===== src/rtl/core/rpnc_pkg.sv =====
// ----------------------------------------------------------------------------
// rpnc_pkg
// Types and constants shared by the stack calculator controller and datapath.
// ----------------------------------------------------------------------------
package rpnc_pkg;

    localparam int DATA_W      = 48;
    localparam int MAX_RESULTS = 64;

    localparam logic [DATA_W-1:0] VAL_MAX = {1'b0, {(DATA_W-1){1'b1}}};
    localparam logic [DATA_W-1:0] VAL_MIN = {1'b1, {(DATA_W-1){1'b0}}};

    typedef enum logic [3:0] {
        REQ_PUSH    = 4'd0,
        REQ_ADD     = 4'd1,
        REQ_SUB     = 4'd2,
        REQ_MUL     = 4'd3,
        REQ_DIV     = 4'd4,
        REQ_REM     = 4'd5,
        REQ_ENDLINE = 4'd6,
        REQ_PEEK    = 4'd7,
        REQ_DUP     = 4'd8,
        REQ_SWAP    = 4'd9,
        REQ_CLEAR   = 4'd10,
        REQ_DUMP    = 4'd11
    } req_t;

    typedef enum logic [2:0] {
        KIND_LINE  = 3'd0,
        KIND_PEEK  = 3'd1,
        KIND_DUMP  = 3'd2,
        KIND_EMPTY = 3'd3,
        KIND_ERROR = 3'd4
    } kind_t;

    typedef enum logic [2:0] {
        ERR_NONE     = 3'd0,
        ERR_ZERO_DIV = 3'd1,
        ERR_FULL     = 3'd2,
        ERR_EMPTY    = 3'd3,
        ERR_FEW      = 3'd4,
        ERR_UNKNOWN  = 3'd5
    } err_t;

    typedef enum logic [2:0] {
        ALU_ADD,
        ALU_SUB,
        ALU_MUL,
        ALU_DIV,
        ALU_REM
    } alu_op_t;

    typedef enum logic [1:0] {
        ADDR_SP,
        ADDR_TOP,
        ADDR_SECOND,
        ADDR_IDX
    } addr_sel_t;

    typedef enum logic [1:0] {
        WD_OPERAND,
        WD_RDATA,
        WD_X,
        WD_ALU
    } wd_sel_t;

    typedef enum logic [1:0] {
        EV_ZERO,
        EV_RDATA,
        EV_Y
    } ev_sel_t;

    typedef enum logic [1:0] {
        SP_HOLD,
        SP_INC,
        SP_DEC,
        SP_CLR
    } sp_op_t;

    typedef enum logic [1:0] {
        SUP_HOLD,
        SUP_SET,
        SUP_CLR
    } sup_op_t;

    typedef enum logic [4:0] {
        S_IDLE,
        S_DISPATCH,
        S_POP_Y,
        S_POP_Y_WAIT,
        S_Y_READY,
        S_POP_X,
        S_POP_X_WAIT,
        S_ALU_GO,
        S_ALU_WAIT,
        S_PEEK_EMIT,
        S_DUP_WR,
        S_SWAP_RD2,
        S_SWAP_WR1,
        S_SWAP_WR2,
        S_DUMP_RD,
        S_DUMP_EMIT
    } ctrl_state_t;

    typedef struct packed {
        logic      load_in;
        logic      mem_re;
        addr_sel_t rd_sel;
        logic      mem_we;
        addr_sel_t wr_sel;
        wd_sel_t   wd_sel;
        sp_op_t    sp_op;
        sup_op_t   sup_op;
        logic      ld_x;
        logic      ld_y;
        logic      clr_x;
        logic      clr_y;
        logic      idx_clr;
        logic      idx_inc;
        logic      alu_start;
        alu_op_t   alu_op;
        logic      emit;
        kind_t     kind;
        err_t      code;
        ev_sel_t   ev_sel;
        logic      last;
    } dp_cmd_t;

    typedef struct packed {
        logic sp_zero;
        logic sp_full;
        logic sp_gt1;
        logic sup;
        logic y_zero;
        logic y_int_zero;
        logic out_busy;
        logic alu_done;
        logic idx_last;
    } dp_status_t;

endpackage


===== src/rtl/core/rpnc_ctrl.sv =====
// ----------------------------------------------------------------------------
// rpnc_ctrl
// Command sequencer: decodes one item and steps the datapath through its
// pops, stack memory accesses, arithmetic and result emission.
// ----------------------------------------------------------------------------
module rpnc_ctrl
    import rpnc_pkg::*;
(
    input  logic       clk,
    input  logic       rst_n,
    input  logic       in_valid,
    output logic       in_ready,
    input  logic [3:0] req_type,
    input  dp_status_t st,
    output dp_cmd_t    cmd
);

    ctrl_state_t state_reg;
    ctrl_state_t state_next;
    req_t        req_reg;
    logic        emit_ok;

    assign in_ready = (state_reg == S_IDLE);
    assign emit_ok  = !st.out_busy;

    always_ff @(posedge clk or negedge rst_n)
    begin
        if (!rst_n)
        begin
            state_reg <= S_IDLE;
            req_reg   <= REQ_PUSH;
        end
        else
        begin
            state_reg <= state_next;
            if (in_valid && in_ready)
                req_reg <= req_t'(req_type);
        end
    end

    always_comb
    begin
        state_next = state_reg;
        case (state_reg)
            S_IDLE:
                if (in_valid)
                    state_next = S_DISPATCH;
            S_DISPATCH:
            begin
                case (req_reg)
                    REQ_PUSH:
                        if (!st.sp_full || emit_ok)
                            state_next = S_IDLE;
                    REQ_ADD, REQ_SUB, REQ_MUL, REQ_DIV, REQ_REM:
                        state_next = S_POP_Y;
                    REQ_ENDLINE:
                        state_next = st.sup ? S_IDLE : S_POP_Y;
                    REQ_PEEK:
                        if (!st.sp_zero)
                            state_next = S_PEEK_EMIT;
                        else if (emit_ok)
                            state_next = S_IDLE;
                    REQ_DUP:
                        if (!st.sp_zero && !st.sp_full)
                            state_next = S_DUP_WR;
                        else if (emit_ok)
                            state_next = S_IDLE;
                    REQ_SWAP:
                        if (st.sp_gt1)
                            state_next = S_SWAP_RD2;
                        else if (emit_ok)
                            state_next = S_IDLE;
                    REQ_CLEAR:
                        state_next = S_IDLE;
                    REQ_DUMP:
                        if (!st.sp_zero)
                            state_next = S_DUMP_RD;
                        else if (emit_ok)
                            state_next = S_IDLE;
                    default:
                        if (emit_ok)
                            state_next = S_IDLE;
                endcase
            end
            S_POP_Y:
                if (!st.sp_zero)
                    state_next = S_POP_Y_WAIT;
                else if (emit_ok)
                    state_next = S_Y_READY;
            S_POP_Y_WAIT:
                state_next = S_Y_READY;
            S_Y_READY:
            begin
                case (req_reg)
                    REQ_ENDLINE:
                        if (emit_ok)
                            state_next = S_IDLE;
                    REQ_DIV:
                        if (!st.y_zero)
                            state_next = S_POP_X;
                        else if (emit_ok)
                            state_next = S_IDLE;
                    REQ_REM:
                        if (!st.y_int_zero)
                            state_next = S_POP_X;
                        else if (emit_ok)
                            state_next = S_IDLE;
                    default:
                        state_next = S_POP_X;
                endcase
            end
            S_POP_X:
                if (!st.sp_zero)
                    state_next = S_POP_X_WAIT;
                else if (emit_ok)
                    state_next = S_ALU_GO;
            S_POP_X_WAIT:
                state_next = S_ALU_GO;
            S_ALU_GO:
                state_next = S_ALU_WAIT;
            S_ALU_WAIT:
                if (st.alu_done)
                    state_next = S_IDLE;
            S_PEEK_EMIT:
                if (emit_ok)
                    state_next = S_IDLE;
            S_DUP_WR:
                state_next = S_IDLE;
            S_SWAP_RD2:
                state_next = S_SWAP_WR1;
            S_SWAP_WR1:
                state_next = S_SWAP_WR2;
            S_SWAP_WR2:
                state_next = S_IDLE;
            S_DUMP_RD:
                state_next = S_DUMP_EMIT;
            S_DUMP_EMIT:
                if (emit_ok)
                    state_next = st.idx_last ? S_IDLE : S_DUMP_RD;
            default:
                state_next = S_IDLE;
        endcase
    end

    always_comb
    begin
        cmd = '0;
        case (req_reg)
            REQ_SUB: cmd.alu_op = ALU_SUB;
            REQ_MUL: cmd.alu_op = ALU_MUL;
            REQ_DIV: cmd.alu_op = ALU_DIV;
            REQ_REM: cmd.alu_op = ALU_REM;
            default: cmd.alu_op = ALU_ADD;
        endcase
        case (state_reg)
            S_IDLE:
                cmd.load_in = in_valid;
            S_DISPATCH:
            begin
                case (req_reg)
                    REQ_PUSH:
                        if (!st.sp_full)
                        begin
                            cmd.mem_we = 1'b1;
                            cmd.wr_sel = ADDR_SP;
                            cmd.wd_sel = WD_OPERAND;
                            cmd.sp_op  = SP_INC;
                        end
                        else if (emit_ok)
                        begin
                            cmd.emit = 1'b1;
                            cmd.kind = KIND_ERROR;
                            cmd.code = ERR_FULL;
                            cmd.last = 1'b1;
                        end
                    REQ_ADD, REQ_SUB, REQ_MUL, REQ_DIV, REQ_REM:
                        cmd.sup_op = SUP_HOLD;
                    REQ_ENDLINE:
                        cmd.sup_op = SUP_CLR;
                    REQ_PEEK:
                        if (!st.sp_zero)
                        begin
                            cmd.mem_re = 1'b1;
                            cmd.rd_sel = ADDR_TOP;
                            cmd.sup_op = SUP_SET;
                        end
                        else if (emit_ok)
                        begin
                            cmd.emit   = 1'b1;
                            cmd.kind   = KIND_ERROR;
                            cmd.code   = ERR_EMPTY;
                            cmd.last   = 1'b1;
                            cmd.sup_op = SUP_SET;
                        end
                    REQ_DUP:
                        if (!st.sp_zero && !st.sp_full)
                        begin
                            cmd.mem_re = 1'b1;
                            cmd.rd_sel = ADDR_TOP;
                            cmd.sup_op = SUP_SET;
                        end
                        else if (emit_ok)
                        begin
                            cmd.emit   = 1'b1;
                            cmd.kind   = KIND_ERROR;
                            cmd.code   = st.sp_zero ? ERR_EMPTY : ERR_FULL;
                            cmd.last   = 1'b1;
                            cmd.sup_op = SUP_SET;
                        end
                    REQ_SWAP:
                        if (st.sp_gt1)
                        begin
                            cmd.mem_re = 1'b1;
                            cmd.rd_sel = ADDR_TOP;
                            cmd.sup_op = SUP_SET;
                        end
                        else if (emit_ok)
                        begin
                            cmd.emit   = 1'b1;
                            cmd.kind   = KIND_ERROR;
                            cmd.code   = ERR_FEW;
                            cmd.last   = 1'b1;
                            cmd.sup_op = SUP_SET;
                        end
                    REQ_CLEAR:
                    begin
                        cmd.sp_op  = SP_CLR;
                        cmd.sup_op = SUP_SET;
                    end
                    REQ_DUMP:
                        if (!st.sp_zero)
                        begin
                            cmd.idx_clr = 1'b1;
                            cmd.sup_op  = SUP_SET;
                        end
                        else if (emit_ok)
                        begin
                            cmd.emit   = 1'b1;
                            cmd.kind   = KIND_EMPTY;
                            cmd.last   = 1'b1;
                            cmd.sup_op = SUP_SET;
                        end
                    default:
                        if (emit_ok)
                        begin
                            cmd.emit = 1'b1;
                            cmd.kind = KIND_ERROR;
                            cmd.code = ERR_UNKNOWN;
                            cmd.last = 1'b1;
                        end
                endcase
            end
            S_POP_Y:
                if (!st.sp_zero)
                begin
                    cmd.mem_re = 1'b1;
                    cmd.rd_sel = ADDR_TOP;
                    cmd.sp_op  = SP_DEC;
                end
                else if (emit_ok)
                begin
                    // More results always follow a failed first pop.
                    cmd.emit  = 1'b1;
                    cmd.kind  = KIND_ERROR;
                    cmd.code  = ERR_EMPTY;
                    cmd.clr_y = 1'b1;
                end
            S_POP_Y_WAIT:
                cmd.ld_y = 1'b1;
            S_Y_READY:
            begin
                case (req_reg)
                    REQ_ENDLINE:
                        if (emit_ok)
                        begin
                            cmd.emit   = 1'b1;
                            cmd.kind   = KIND_LINE;
                            cmd.ev_sel = EV_Y;
                            cmd.last   = 1'b1;
                        end
                    REQ_DIV, REQ_REM:
                        if (((req_reg == REQ_DIV) ? st.y_zero : st.y_int_zero) && emit_ok)
                        begin
                            cmd.emit = 1'b1;
                            cmd.kind = KIND_ERROR;
                            cmd.code = ERR_ZERO_DIV;
                            cmd.last = 1'b1;
                        end
                    default:
                        cmd.emit = 1'b0;
                endcase
            end
            S_POP_X:
                if (!st.sp_zero)
                begin
                    cmd.mem_re = 1'b1;
                    cmd.rd_sel = ADDR_TOP;
                    cmd.sp_op  = SP_DEC;
                end
                else if (emit_ok)
                begin
                    // The push that follows cannot fail, so this is the final result.
                    cmd.emit  = 1'b1;
                    cmd.kind  = KIND_ERROR;
                    cmd.code  = ERR_EMPTY;
                    cmd.last  = 1'b1;
                    cmd.clr_x = 1'b1;
                end
            S_POP_X_WAIT:
                cmd.ld_x = 1'b1;
            S_ALU_GO:
                cmd.alu_start = 1'b1;
            S_ALU_WAIT:
                if (st.alu_done)
                begin
                    cmd.mem_we = 1'b1;
                    cmd.wr_sel = ADDR_SP;
                    cmd.wd_sel = WD_ALU;
                    cmd.sp_op  = SP_INC;
                end
            S_PEEK_EMIT:
                if (emit_ok)
                begin
                    cmd.emit   = 1'b1;
                    cmd.kind   = KIND_PEEK;
                    cmd.ev_sel = EV_RDATA;
                    cmd.last   = 1'b1;
                end
            S_DUP_WR:
            begin
                cmd.mem_we = 1'b1;
                cmd.wr_sel = ADDR_SP;
                cmd.wd_sel = WD_RDATA;
                cmd.sp_op  = SP_INC;
            end
            S_SWAP_RD2:
            begin
                cmd.ld_x   = 1'b1;
                cmd.mem_re = 1'b1;
                cmd.rd_sel = ADDR_SECOND;
            end
            S_SWAP_WR1:
            begin
                cmd.mem_we = 1'b1;
                cmd.wr_sel = ADDR_TOP;
                cmd.wd_sel = WD_RDATA;
            end
            S_SWAP_WR2:
            begin
                cmd.mem_we = 1'b1;
                cmd.wr_sel = ADDR_SECOND;
                cmd.wd_sel = WD_X;
            end
            S_DUMP_RD:
            begin
                cmd.mem_re = 1'b1;
                cmd.rd_sel = ADDR_IDX;
            end
            S_DUMP_EMIT:
                if (emit_ok)
                begin
                    cmd.emit    = 1'b1;
                    cmd.kind    = KIND_DUMP;
                    cmd.ev_sel  = EV_RDATA;
                    cmd.last    = st.idx_last;
                    cmd.idx_inc = 1'b1;
                end
            default:
                cmd.emit = 1'b0;
        endcase
    end

endmodule


===== config.mk =====
export PLATFORM = sky130hd
export DESIGN_NAME = rpnc_ctrl
export DESIGN_NICKNAME = d
export VERILOG_FILES = /design/src/rtl/core/rpnc_pkg.sv /design/src/rtl/core/rpnc_ctrl.sv
export SDC_FILE = /design/constraint.sdc
export NUM_CORES = 1
export LEC_CHECK = 0
export BUFFER_PORTS_ARGS = -buffer_cell sky130_fd_sc_hd__buf_4
export CELL_PAD_IN_SITES_DETAIL_PLACEMENT = 1
export CELL_PAD_IN_SITES_GLOBAL_PLACEMENT = 1
export CORE_MARGIN = 4
export CORE_UTILIZATION = 38
export CTS_CLUSTER_DIAMETER = 80
export DETAILED_ROUTE_END_ITERATION = 12
export GPL_TIMING_DRIVEN = 0
export PLACE_DENSITY_LB_ADDON = 0.08
export SLEW_MARGIN = 20
export SYNTH_ARGS = -nofsm -noshare
export SYNTH_HDL_FRONTEND = slang
export SYNTH_SLANG_ARGS = --single-unit
export TNS_END_PERCENT = 5

===== constraint.sdc =====
create_clock -name clk -period 3.1 [get_ports clk]
set_input_delay 0.31 -clock clk [delete_from_list [all_inputs] [get_ports clk]]
set_output_delay 0.31 -clock clk [all_outputs]
set_load 0.02 [all_outputs]

After elaboration in Yosys (flattened, before gate mapping)
Index checks and enable logic that the tools add are counted.
- eq/ne operators: 32
- shift operators: 0
- magnitude comparators: 0
- multiplexer cells: 88
- multipliers: 0
- reduce and logical (&&, ||, !) cells: 17
- bitwise logic cells: 0
- add/subtract/negate cells: 0
- divide/modulo/power cells: 0
- operators by type and width (kind ; number):
    7-bit two-way mux ; 12
    5-bit two-way mux ; 16
    5-bit one-hot mux with 14 select lines ; 1
    5-bit by 4-bit == test with 1-bit output (second input constant) ; 8
    5-bit one-hot mux with 8 select lines ; 1
    3-bit one-hot mux with 5 select lines ; 2
    5-bit one-hot mux with 5 select lines ; 1
    4-bit two-way mux ; 6
    3-bit one-hot mux with 4 select lines ; 2
    4-bit one-hot mux with 6 select lines ; 1
    5-bit by 3-bit == test with 1-bit output (second input constant) ; 4
    1-bit two-way mux ; 19
    2-bit two-way mux ; 9
    3-bit one-hot mux with 3 select lines ; 2
    4-bit by 3-bit == test with 1-bit output (second input constant) ; 4
    4-bit == test (second input constant) ; 4
    3-bit two-way mux ; 5
    1-bit one-hot mux with 5 select lines ; 3
    5-bit one-hot mux with 3 select lines ; 1
    5-bit by 2-bit == test with 1-bit output (second input constant) ; 2
    2-bit one-hot mux with 5 select lines ; 1
    3-bit inequality test (second input constant) ; 3
    4-bit by 2-bit == test with 1-bit output (second input constant) ; 2
    2-bit one-hot mux with 4 select lines ; 1
    17 further kinds ; 27
- output and inout port bits: 34
- latch bits: 0
- input bits: 16
- memory bits (read-only): 0
- RAM bits: 0
- memories: 0
- word-level logic and storage cells: 139
- register bits: 9

Depth between registers and ports, before layout
- word-level depth: 6
- gate-level depth with buffers: 7
- gate-level depth less buffers: 5

Worst setup path after synthesis
Ideal clock, no wire load.
- path type: register to output
- start: reg state_reg[2]
- end: out cmd[24] in the netlist's numbering
- setup slack: 652 ps
- arrival time: 2138 ps
- data required time: 2790 ps
- path buffers: 2
- cell stages (with the launch flop): 5
- cells stage by stage: dfrtp_1 -> clkbuf_1 -> buf_1 -> nor3_1 -> a2111oi_0
- RTL lines (what ; RTL line ; RTL):
    from (decl) ; rpnc_ctrl.sv:18 ; ctrl_state_t state_reg;
    from (signal assigned) ; rpnc_ctrl.sv:35 ; state_reg <= state_next;
    to (decl) ; rpnc_ctrl.sv:15 ; output dp_cmd_t cmd

==> metrics.txt <==
XOR/XNOR share of the synthesized area=2.33%; Syn-to-layout area delta=31.1%; Avg Synthesized Cell Area=6.67 sq um; Seq/Total Area, Yosys=15.0%; worst slew pin tran=0.530 ns; top cells by area, synth=dfrtp_1 (15%), nor2_1 (6.0%), clkbuf_1 (4.7%); Die Height=71.0 um; setup TNS=0 ns; clk sinks=9; max-cap violations=0; CP top delay family=buffers and inverters; worst-path cell chain=clkbuf_1 > nand2b_1 > clkbuf_1 > a21oi_1 > nor3_1 > o32ai_1 > or3_1 > buf_4; Final GP Congestion=0.898; total CTS buffers=3; root buffer cell=clkbuf_8; post-synthesis mux area share=5.15%; CTS clk-pin slew, worst paths=0.04 ns; first-pass GRT wire length=9530 um; yosys synthesis warning count=0; pwr dens=768 nW/um^2; post-synthesis register bit count=9; Die W=71.0 um; pin count of the biggest net entering global routing=11; layout cells sized above 1=22.3%; Synth Area in Compound Gates=32.7%; WL final=5930 um; core box area=3740 sq um; final clock skew=0.00260 ns; post-synth top area cell=dfrtp_1; worst min path class=primary input to flop; Iteration-0 DRC Markers=162; fin crit period=2.79 ns; largest family of logic cells by synthesized area=simple AND/OR/NAND/NOR gates; Worst EP arrival=2.48 ns; status=finished, final reports clean; final setup vio count=0; Max clock buf depth=2; FFs w/ async S/R, synth=100%; Avg WL per Cell=18.2 um; Lkg Pwr=0.818 nW; Tot GR Track Use=22.7%; slowest CP cell=or3_1; maximum vdd drop=0.553 mV; gr ovfl total=0; CP Buf/Inv Count=3; Post-Synth Adder-Cell Area=0%; CP max stage delay=0.38 ns; area occupied by multi-input gates=1150 sq um; EDFF count, synth=0; max-slew violation count=0; Min Hold Slack=0.320 ns; Critical Path RT=2.79 ns; H-tree depth=1; max reg flops=5; fin nets=295; DRC viols=0; Slew headroom=64.3%; period utilization=90.1%; count of cell types in the netlist=58; Avg Vias per Cell=5.99; HPWL after DPL=4630 um; fillers=511; ANT nets after route=0; fmax=0.358 GHz; post-synth top area share=15.0%; Setup crit end kind=output port; CTS tree=done; vias=1,952; number of port buffers=47; ANT cells=0; die footprint=5040 sq um; kind of critical path=flop to output port; startpoint types=flop; vias in the first global route=1,860; crit-path max FO=10; RSZ-0062 raised after global routing=no; CTS-repair resized insts=0; Final Hold Viols=0; Top FF cell, synth=dfrtp_1; synthesized instance count=226; row cnt=22; Initial Util=40.2%; Syn Std Cell Area=1510 sq um; most used cell, CP=clkbuf_1; simple-gate share of the synthesized area=35.8%; initial antenna violation count=0; drt first pass iters=5; Syn Nets=242; worst-skew pair later-pin latency=0.22 ns; Register Area=225 sq um; IO Pins=50
[final cells by class]
| type | instances | share of cell area, % |
|---|---|---|
| clock buffer | 4 | 2.28 |
| inverter | 9 | 1.71 |
| timing repair buffer | 48 | 18.4 |
| buffer | 24 | 5.01 |
| multi-input combinational | 184 | 58.2 |
| sequential | 9 | 11.4 |
| tap | 48 | 3.04 |
[path summary, 6_finish.rpt]
kind                                            end  cells after the start  slack (ns)                startpoint
setup / recovery                             cmd[9]                      8        0.31    req_reg[3]$_DFFE_PN0P_
hold / removal               req_reg[2]$_DFFE_PN0P_                      2        0.32               req_type[2]
setup reg to reg           state_reg[2]$_DFFE_PN0P_                      7        0.80    req_reg[2]$_DFFE_PN0P_
hold reg to reg              req_reg[0]$_DFFE_PN0P_                      4        0.89  state_reg[4]$_DFFE_PN0P_
max in group asynchronous    req_reg[2]$_DFFE_PN0P_                      2        2.51                     rst_n
min in group asynchronous  state_reg[0]$_DFFE_PN0P_                      2        0.46                     rst_n
[cell families after synthesis]
group / after synthesis
AO/OA/AOI/OAI: 70
XOR/XNOR: 4
buffers and inverters: 33
flip-flops: 9
multiplexers: 7
other: 1
AND/OR/NAND/NOR: 102
[power by group]
| group | internal (mW) | switching (mW) | total [mW] |
|---|---|---|---|
| logic | 0.422 | 0.761 | 1.18 |
| clock network | 0.0891 | 0.0404 | 0.130 |
| registers | 0.163 | 0.0398 | 0.203 |
[metal layers]
metal  global-route usage [%]  vias up  part of all wire (%)
met4                     3.13        0                  0.62
met2                     38.1       71                    46
li1                         -      933                     -
met5                        0        -                     0
met1                     32.8      943                    46
met3                     1.28        5                   7.0
[worst register-to-register path, delay by kind of cell, from the launching register on]
kind | cells | cell delay, ns
AOI/OAI and AO/OA | 3 | 0.81
buffers and inverters | 2 | 0.64
DFF | 1 | 0.31
muxes | 1 | 0.31
and+or+nand+nor | 1 | 0.11
[stage by stage]
| step | power (mW) | utilization [%] | cell area, sq um | setup slack, ns | std cells |
|---|---|---|---|---|---|
| global route | 1.63 | 52.7 | 1970 | 0.200 | 326 |
| detailed placement | 1.36 | 51.3 | 1920 | 0.567 | 321 |
| finish | 1.52 | 52.7 | 1970 | 0.306 | 326 |
| CTS | 1.50 | 52.7 | 1970 | 0.328 | 326 |
| global placement | 1.34 | 51.3 | 1920 | 0.603 | 321 |
| floorplan | 1.02 | - | 1510 | 0.652 | 226 |
[synth_stat cells (3+ instances only)]
library cell	number
o32a_1	3
mux2_1	3
o211ai_1	3
or3_1	4
nor2_1	24
buf_1	3
nor2b_1	6
a211o_1	4
o21ai_0	13
mux2_2	3
nor4_1	4
nor3_1	14
inv_1	9
nand2_1	15
a21oi_1	14
clkbuf_1	19
dfrtp_1	9
nand2b_1	11
nor3b_1	4
o21a_1	5
o31ai_1	4
nand3_1	6
[timing repair]
action | 4_1_cts | 5_1_grt
buffers inserted | 0 | 0
hold buffers | 1 | 0
endpoints found under the hold margin | 9 | 0
[cell usage in the layout, fill, tap and decap left out, types with 5 or more instances in the layout]
cell type	instances
a21oi_1	14
buf_4	47
clkbuf_1	20
dfrtp_1	9
inv_1	9
nand2_1	15
nand2b_1	11
nand3_1	6
nor2_1	24
nor2b_1	6
nor3_1	14
o21a_1	5
o21ai_0	13
Note: power is estimated with default switching activity, not from simulation.
